**config.mk**
```make
export PLATFORM = sky130hd
export DESIGN_NAME = shell_argument_tokenizer
export DESIGN_NICKNAME = d
export VERILOG_FILES = /design/src/design/sat_pkg.sv /design/src/design/sat_next.sv /design/src/design/shell_argument_tokenizer.sv
export SDC_FILE = /design/constraint.sdc
export NUM_CORES = 1
export LEC_CHECK = 0
export BUFFER_PORTS_ARGS = -buffer_cell sky130_fd_sc_hd__buf_2
export CAP_MARGIN = 5
export CORE_ASPECT_RATIO = 0.9
export CORE_UTILIZATION = 39
export DETAILED_ROUTE_END_ITERATION = 6
export SLEW_MARGIN = 20
export SYNTH_ARGS = -nofsm -noshare
export SYNTH_HDL_FRONTEND = slang
export SYNTH_HIERARCHICAL = 1
export SYNTH_SLANG_ARGS = --single-unit
```
**constraint.sdc**
```tcl
create_clock -name i_clk -period 11.2 [get_ports i_clk]
set_clock_uncertainty 0.2 [all_clocks]
set_input_delay 0 -clock i_clk [delete_from_list [all_inputs] [get_ports i_clk]]
set_output_delay 0 -clock i_clk [all_outputs]
set_load 0.1 [all_outputs]
```
**src/design/sat_pkg.sv**
```systemverilog
package sat_pkg;

    localparam int VALUE_WIDTH = 32;
    localparam int CH_WIDTH    = 8;
    localparam int IDX_WIDTH   = 4;

    localparam logic [CH_WIDTH-1:0] CH_NUL     = 8'h00;
    localparam logic [CH_WIDTH-1:0] CH_SPACE   = 8'h20;
    localparam logic [CH_WIDTH-1:0] CH_ZERO    = 8'h30;
    localparam logic [CH_WIDTH-1:0] CH_NINE    = 8'h39;
    localparam logic [CH_WIDTH-1:0] CH_LOW_A   = 8'h61;
    localparam logic [CH_WIDTH-1:0] CH_LOW_F   = 8'h66;
    localparam logic [CH_WIDTH-1:0] CH_UP_A    = 8'h41;
    localparam logic [CH_WIDTH-1:0] CH_UP_F    = 8'h46;
    localparam logic [CH_WIDTH-1:0] CH_LOW_X   = 8'h78;
    localparam logic [CH_WIDTH-1:0] CH_UP_X    = 8'h58;

    localparam logic [IDX_WIDTH-1:0] MAX_TOKENS_RESET = 4'd4;

    localparam logic KIND_NUMBER = 1'b0;
    localparam logic KIND_STRING = 1'b1;

    typedef enum logic [1:0] {
        MODE_DEC = 2'd0,
        MODE_HEX = 2'd1,
        MODE_STR = 2'd2
    } t_mode;

    typedef struct packed {
        logic                   in_token;
        t_mode                  mode;
        logic                   after_zero;
        logic [VALUE_WIDTH-1:0] value;
        logic [IDX_WIDTH-1:0]   counter;
        logic                   overflowed;
    } t_line_state;

    typedef struct packed {
        logic                   token_valid;
        logic                   token_kind;
        logic [VALUE_WIDTH-1:0] token_value;
        logic [IDX_WIDTH-1:0]   token_index;
        logic                   line_done;
        logic [IDX_WIDTH-1:0]   token_count;
        logic                   too_many;
    } t_result;

    localparam t_line_state LINE_CLEAR = '{
        in_token:   1'b0,
        mode:       MODE_DEC,
        after_zero: 1'b0,
        value:      '0,
        counter:    '0,
        overflowed: 1'b0
    };

endpackage

```
**src/design/sat_next.sv**
```systemverilog
module sat_next (
    input  sat_pkg::t_line_state          i_state,
    input  logic [sat_pkg::CH_WIDTH-1:0]  i_ch,
    input  logic [sat_pkg::IDX_WIDTH-1:0] i_max_tokens,
    output sat_pkg::t_line_state          o_state,
    output logic                          o_has_result,
    output sat_pkg::t_result              o_result
);
    import sat_pkg::*;

    logic                   is_dec;
    logic                   is_hex_alpha;
    logic [3:0]             hex_digit;
    logic [VALUE_WIDTH-1:0] dec_value;
    logic [VALUE_WIDTH-1:0] hex_value;
    logic                   emit;

    assign is_dec       = (i_ch >= CH_ZERO) && (i_ch <= CH_NINE);
    assign is_hex_alpha = ((i_ch >= CH_LOW_A) && (i_ch <= CH_LOW_F))
                       || ((i_ch >= CH_UP_A) && (i_ch <= CH_UP_F));
    assign hex_digit    = is_dec ? i_ch[3:0] : (i_ch[3:0] + 4'd9);

    assign dec_value = {i_state.value[VALUE_WIDTH-4:0], 3'b000}
                     + {i_state.value[VALUE_WIDTH-2:0], 1'b0}
                     + {{(VALUE_WIDTH-4){1'b0}}, i_ch[3:0]};
    assign hex_value = {i_state.value[VALUE_WIDTH-5:0], hex_digit};

    assign emit = i_state.in_token && !i_state.overflowed
               && ((i_ch == CH_NUL) || (i_ch == CH_SPACE));

    always_comb begin
        o_state      = i_state;
        o_has_result = 1'b0;
        o_result     = '0;

        if (emit) begin
            o_result.token_valid = 1'b1;
            o_result.token_kind  = (i_state.mode == MODE_STR) ? KIND_STRING : KIND_NUMBER;
            o_result.token_value = i_state.value;
            o_result.token_index = i_state.counter;
        end

        if (i_ch == CH_NUL) begin
            o_has_result         = 1'b1;
            o_result.line_done   = 1'b1;
            o_result.too_many    = i_state.overflowed;
            if (!i_state.overflowed) begin
                o_result.token_count = emit ? (i_state.counter + 4'd1) : i_state.counter;
            end
            o_state = LINE_CLEAR;
        end else if (i_state.overflowed) begin
            o_state = i_state;
        end else if (i_ch == CH_SPACE) begin
            if (emit) begin
                o_has_result       = 1'b1;
                o_state.in_token   = 1'b0;
                o_state.mode       = MODE_DEC;
                o_state.after_zero = 1'b0;
                o_state.value      = '0;
                o_state.counter    = i_state.counter + 4'd1;
            end
        end else if (!i_state.in_token) begin
            if (i_state.counter >= i_max_tokens) begin
                o_state.overflowed = 1'b1;
            end else begin
                o_state.in_token   = 1'b1;
                o_state.after_zero = (i_ch == CH_ZERO);
                o_state.mode       = is_dec ? MODE_DEC : MODE_STR;
                o_state.value      = is_dec ? {{(VALUE_WIDTH-4){1'b0}}, i_ch[3:0]} : '0;
            end
        end else if (i_state.after_zero && ((i_ch == CH_LOW_X) || (i_ch == CH_UP_X))) begin
            o_state.after_zero = 1'b0;
            o_state.mode       = MODE_HEX;
        end else begin
            o_state.after_zero = 1'b0;
            case (i_state.mode)
                MODE_DEC: begin
                    if (is_dec) begin
                        o_state.value = dec_value;
                    end else begin
                        o_state.mode = MODE_STR;
                    end
                end
                MODE_HEX: begin
                    if (is_dec || is_hex_alpha) begin
                        o_state.value = hex_value;
                    end else begin
                        o_state.mode = MODE_STR;
                    end
                end
                default: begin
                    o_state.mode = MODE_STR;
                end
            endcase
        end
    end

endmodule

```
**src/design/shell_argument_tokenizer.sv**
```systemverilog
// Channel   Direction  Handshake                        Payload
// input     in         i_ch_valid / o_ch_ready          i_ch
// result    out        o_res_valid / i_res_ready        o_token_* o_line_done o_token_count
//                                                       o_too_many
// config    in         i_cfg_valid / o_cfg_ready        i_cfg_max_tokens
//
// One character item is taken per cycle; its result, if any, is in the output register
// on the next cycle. The rate is set by the single decimal or hex accumulate step.
// Input is stalled only while a result waits in the output register and is not taken.
// Synchronous active-low reset clears the line state, empties the output register and
// sets max_tokens to 4. Configuration writes are always taken.
module shell_argument_tokenizer (
    input  logic                                i_clk,
    input  logic                                i_rst_n,
    input  logic                                i_ch_valid,
    output logic                                o_ch_ready,
    input  logic [sat_pkg::CH_WIDTH-1:0]        i_ch,
    output logic                                o_res_valid,
    input  logic                                i_res_ready,
    output logic                                o_token_valid,
    output logic                                o_token_kind,
    output logic [sat_pkg::VALUE_WIDTH-1:0]     o_token_value,
    output logic [sat_pkg::IDX_WIDTH-1:0]       o_token_index,
    output logic                                o_line_done,
    output logic [sat_pkg::IDX_WIDTH-1:0]       o_token_count,
    output logic                                o_too_many,
    input  logic                                i_cfg_valid,
    output logic                                o_cfg_ready,
    input  logic [sat_pkg::IDX_WIDTH-1:0]       i_cfg_max_tokens
);
    import sat_pkg::*;

    t_line_state          r_state;
    t_line_state          n_state;
    t_result              r_result;
    t_result              n_result;
    logic                 r_res_valid;
    logic [IDX_WIDTH-1:0] r_max_tokens;
    logic                 has_result;
    logic                 ch_accept;

    assign o_ch_ready  = !r_res_valid || i_res_ready;
    assign o_cfg_ready = 1'b1;
    assign ch_accept   = i_ch_valid && o_ch_ready;

    sat_next u_next (
        .i_state      (r_state),
        .i_ch         (i_ch),
        .i_max_tokens (r_max_tokens),
        .o_state      (n_state),
        .o_has_result (has_result),
        .o_result     (n_result)
    );

    always_ff @(posedge i_clk) begin
        if (!i_rst_n) begin
            r_state      <= LINE_CLEAR;
            r_res_valid  <= 1'b0;
            r_max_tokens <= MAX_TOKENS_RESET;
        end else begin
            if (i_cfg_valid) begin
                r_max_tokens <= i_cfg_max_tokens;
            end
            if (ch_accept) begin
                r_state     <= n_state;
                r_res_valid <= has_result;
            end else if (i_res_ready) begin
                r_res_valid <= 1'b0;
            end
        end
    end

    always_ff @(posedge i_clk) begin
        if (ch_accept && has_result) begin
            r_result <= n_result;
        end
    end

    assign o_res_valid   = r_res_valid;
    assign o_token_valid = r_result.token_valid;
    assign o_token_kind  = r_result.token_kind;
    assign o_token_value = r_result.token_value;
    assign o_token_index = r_result.token_index;
    assign o_line_done   = r_result.line_done;
    assign o_token_count = r_result.token_count;
    assign o_too_many    = r_result.too_many;

`ifndef SYNTHESIS
    a_stall_holds: assert property (@(posedge i_clk) disable iff (!i_rst_n)
        (o_res_valid && !i_res_ready) |=> (o_res_valid && $stable(r_result)))
        else $error("Result changed while stalled.");

    a_too_many_shape: assert property (@(posedge i_clk) disable iff (!i_rst_n)
        (o_res_valid && o_too_many) |-> (o_line_done && !o_token_valid
                                         && (o_token_count == '0)))
        else $error("Cut line result has a token or a count.");

    a_index_range: assert property (@(posedge i_clk) disable iff (!i_rst_n)
        (o_res_valid && o_token_valid) |-> (o_token_index != {IDX_WIDTH{1'b1}}))
        else $error("Token index beyond the largest limit.");

    a_line_clears: assert property (@(posedge i_clk) disable iff (!i_rst_n)
        (ch_accept && (i_ch == CH_NUL)) |=> (!r_state.in_token && !r_state.overflowed
                                             && (r_state.counter == '0)
                                             && o_res_valid && o_line_done))
        else $error("Line end did not clear the line state.");
`endif

endmodule

```
==> impl_metrics.yaml <==
status:
  status: "finished, violations left"
  violations: "design-rule violations"
clock_network:
  cts_setup_buffers: 0
  clock_latency_ns: 0.35
  cts_made_buffers: 9
  htreeDepth: 3
  holdBufCountCts: 11
  clock_path_buffers: 2
  path_clk_slew_ns: 0.07
  cts_tree: "done"
  cts_sinks: 90
  cts_root_buf: "clkbuf_16"
  cts_resized: 0
cells_and_area:
  drive_above_1_share_pct: 11.9
  fin_nets: 983
  layout_commonest_cell: "nand2_1"
  antennaDiodeCount: 0
  stdcell_area_um2: 8110
  area_delta_synth_final_pct: 11.0
  final_cell_mix: "nand2_1, ha_1, a21oi_1, buf_2, mux2i_1"
pwr:
  combPwrFrac_pct: 13.4
  pwr-share-clk_pct: 40.5
  switchingPower_uw: 211
  seqPwrFrac_pct: 46.1
  powerDensity_nw_per_um2: 94.1
  ir_drop_mv: 0.0534
  cellInternalPower_uw: 552
  p_leak_uw: 0.00354
  switching_share_pct: 27.6
die:
  dieHeight_um: 132
  core_area_um2: 18300
  start_util_pct: 39.8
  row_count: 47
  die_width_um: 146
  die_area_um2: 19300
  ios: 64
placement:
  post-dp-hpwl_mm: 14.2
  gp_congestion: 0.892
  pre_cts_slack_ns: 7.25
  dpl_cell_area_um2: 7700
  port_buffers: 62
timing:
  final_hold_viol_count: 0
  setup_viol: 0
  fin_setup_tns_ns: 0
  setup_ws_ns: 7.21
  worst_pin_slew_ns: 0.899
  whs_ns: 0.0171
  rsz0062_at_grt: "false"
  drv_slew: 0
  slew_headroom_pct: 40.1
  period_share_pct: 35.6
  fin_crit_ns: 3.99
  fmax_ghz: 0.251
detailed_routing:
  vias: 6689
  drcViolationCount: 2
  wirelength_mm: 20.8
  drt_iter0_drc: 817
  wl_per_cell_um: 18.2
  ant_nets: 0
  via_per_inst: 5.84
  firstDrtPassIters: 7
yosys:
  avgSynthCellArea_um2: 8.55
  synth-seq-area-share_pct: 30.7
  synth-edff-count: 44
  synthesis.area_um2: 7300
  ys_ff_latch: 90
  ys.flop_type: "dfxtp_1"
  synthArstFlopShare_pct: 0
  yosysUniqueCellTypes: 72
  syn_inst: 854
  synth_warnings: 6
  syn-num-nets: 941
grt:
  grt_pass1_wl_mm: 33.7
  grt_max_degree: 88
  grt_pass1_vias: 6144
  track_usage_pct: 22.0
  antenna_found_initial: 0
  overflow: 0
worst_setup_path:
  cp_max_fo: 6
  reg2reg_depth: 14
  regToRegSetupSlack_ns: 7.21
  required_ns: 11.27
  start_kind: "flop"
  path_class: "flop to flop"
  cp-end-kind: "flop"
  crit_arrival_ns: 4.06
worst_hold_path:
  min_path_cells: 5
  hp-class: "primary input to flop"
run:
  cap_violations: 0
-- synthesized netlist by cell type, types with 4 or more instances --
| cell | count | area, um2 |
|---|---|---|
| o22ai_1 | 7 | 43.8 |
| a22o_1 | 4 | 35.0 |
| dfxtp_1 | 46 | 921 |
| o211ai_1 | 8 | 60.1 |
| nand3_1 | 14 | 70.1 |
| and3_1 | 35 | 219 |
| xor2_1 | 10 | 87.6 |
| or3_1 | 5 | 31.3 |
| o221ai_1 | 10 | 87.6 |
| buf_2 | 16 | 80.1 |
| edfxtp_1 | 44 | 1320 |
| inv_1 | 25 | 93.8 |
| buf_12 | 4 | 80.1 |
| nand4_1 | 7 | 43.8 |
| a221oi_1 | 4 | 35.0 |
| a31oi_1 | 6 | 37.5 |
| clkbuf_1 | 25 | 93.8 |
| ha_1 | 68 | 851 |
| and2_1 | 7 | 43.8 |
| nand2_1 | 136 | 510 |
| a211oi_1 | 10 | 75.1 |
| a32oi_1 | 6 | 52.6 |
| mux2i_1 | 53 | 531 |
| o21a_1 | 9 | 67.6 |
| o21bai_1 | 8 | 60.1 |
| nor4_1 | 4 | 25.0 |
| nor2_1 | 42 | 158 |
| xnor2_1 | 18 | 158 |
| a41oi_1 | 4 | 35.0 |
| a21o_1 | 14 | 105 |
| a21boi_0 | 4 | 30.0 |
| a21oi_1 | 65 | 325 |
| nor3_1 | 21 | 105 |
| o21ai_0 | 49 | 245 |
| nor2b_1 | 5 | 31.3 |
| o21ai_1 | 6 | 30.0 |
-- path summary, 6_finish.rpt --
check	endpoint	start
max	r_state[35]$_SDFFE_PN0P_	r_state[5]$_SDFFE_PN0P_
min	r_state[6]$_SDFFE_PN0P_	i_ch[1]
max reg2reg	r_state[35]$_SDFFE_PN0P_	r_state[5]$_SDFFE_PN0P_
min reg2reg	r_state[36]$_SDFFE_PN0P_	r_state[36]$_SDFFE_PN0P_
-- critical path, cell delays in order (launching register included) --
cell	delay, ns
dfxtp_1	0.43
inv_1	0.13
fa_1	0.52
inv_1	0.07
fa_1	0.45
a21o_1	0.19
a221o_1	0.36
o211ai_1	0.22
nand3_1	0.27
a31oi_1	0.31
o21ai_0	0.15
xnor2_1	0.16
a211oi_2	0.21
nand2_1	0.07
mux2i_1	0.17
-- power by group through the flow --
stage               sequential (uW)  combinational, uW  clock (uW)
floorplan                       357               75.0           0
global placement                359               96.1           0
detailed placement              359               96.1           0
CTS                             352                100         316
global route                    353                111         330
finish                          352                102         309
-- logic make-up (layout without fill, tap and decap cells) --
logic type / count (synthesis) / count (layout) / share of synthesized area [%]
AOI/OAI and AO/OA: 241 / 241 / 21.9
xor gates and xnor gates: 28 / 28 / 3.36
adders and majority gates: 70 / 70 / 12.2
buffers and inverters: 79 / 126 / 5.61
DFF: 90 / 90 / 30.7
muxes: 54 / 54 / 7.42
other: 1 / 1 / 0.0514
and+or+nand+nor: 291 / 291 / 18.8
-- final cells by class --
class	count	area [um2]
Fill cell	1816	10200
Multi-Input combinational cell	685	4670
Sequential cell	90	2240
Timing Repair Buffer	83	495
Tap cell	245	307
Clock buffer	9	225
Inverter	27	101
Clock inverter	7	68.8
-- routing by layer --
layer  global-route usage, %  part of all wire, %
met3                    2.98                  6.4
met1                    31.9                   49
met4                    6.71                  1.6
met5                       0                    0
met2                    33.8                   43
-- metrics by stage --
step                std cells  utilization [%]  total power, uW
finish                   1146             44.2              763
global placement         1119             42.0              455
CTS                      1146             44.2              767
detailed placement       1119             42.0              455
global route             1146             44.2              794
floorplan                 854                -              432
-- state kept, by name, indices dropped and copies added (netlist names) --
signal	cells
o_token_count	4
o_token_index	4
o_too_many	1
o_token_value	32
r_max_tokens	4
o_token_valid	1
o_line_done	1
o_res_valid	1
r_state	41
o_token_kind	1
Power figures use the tool's default switching activity.
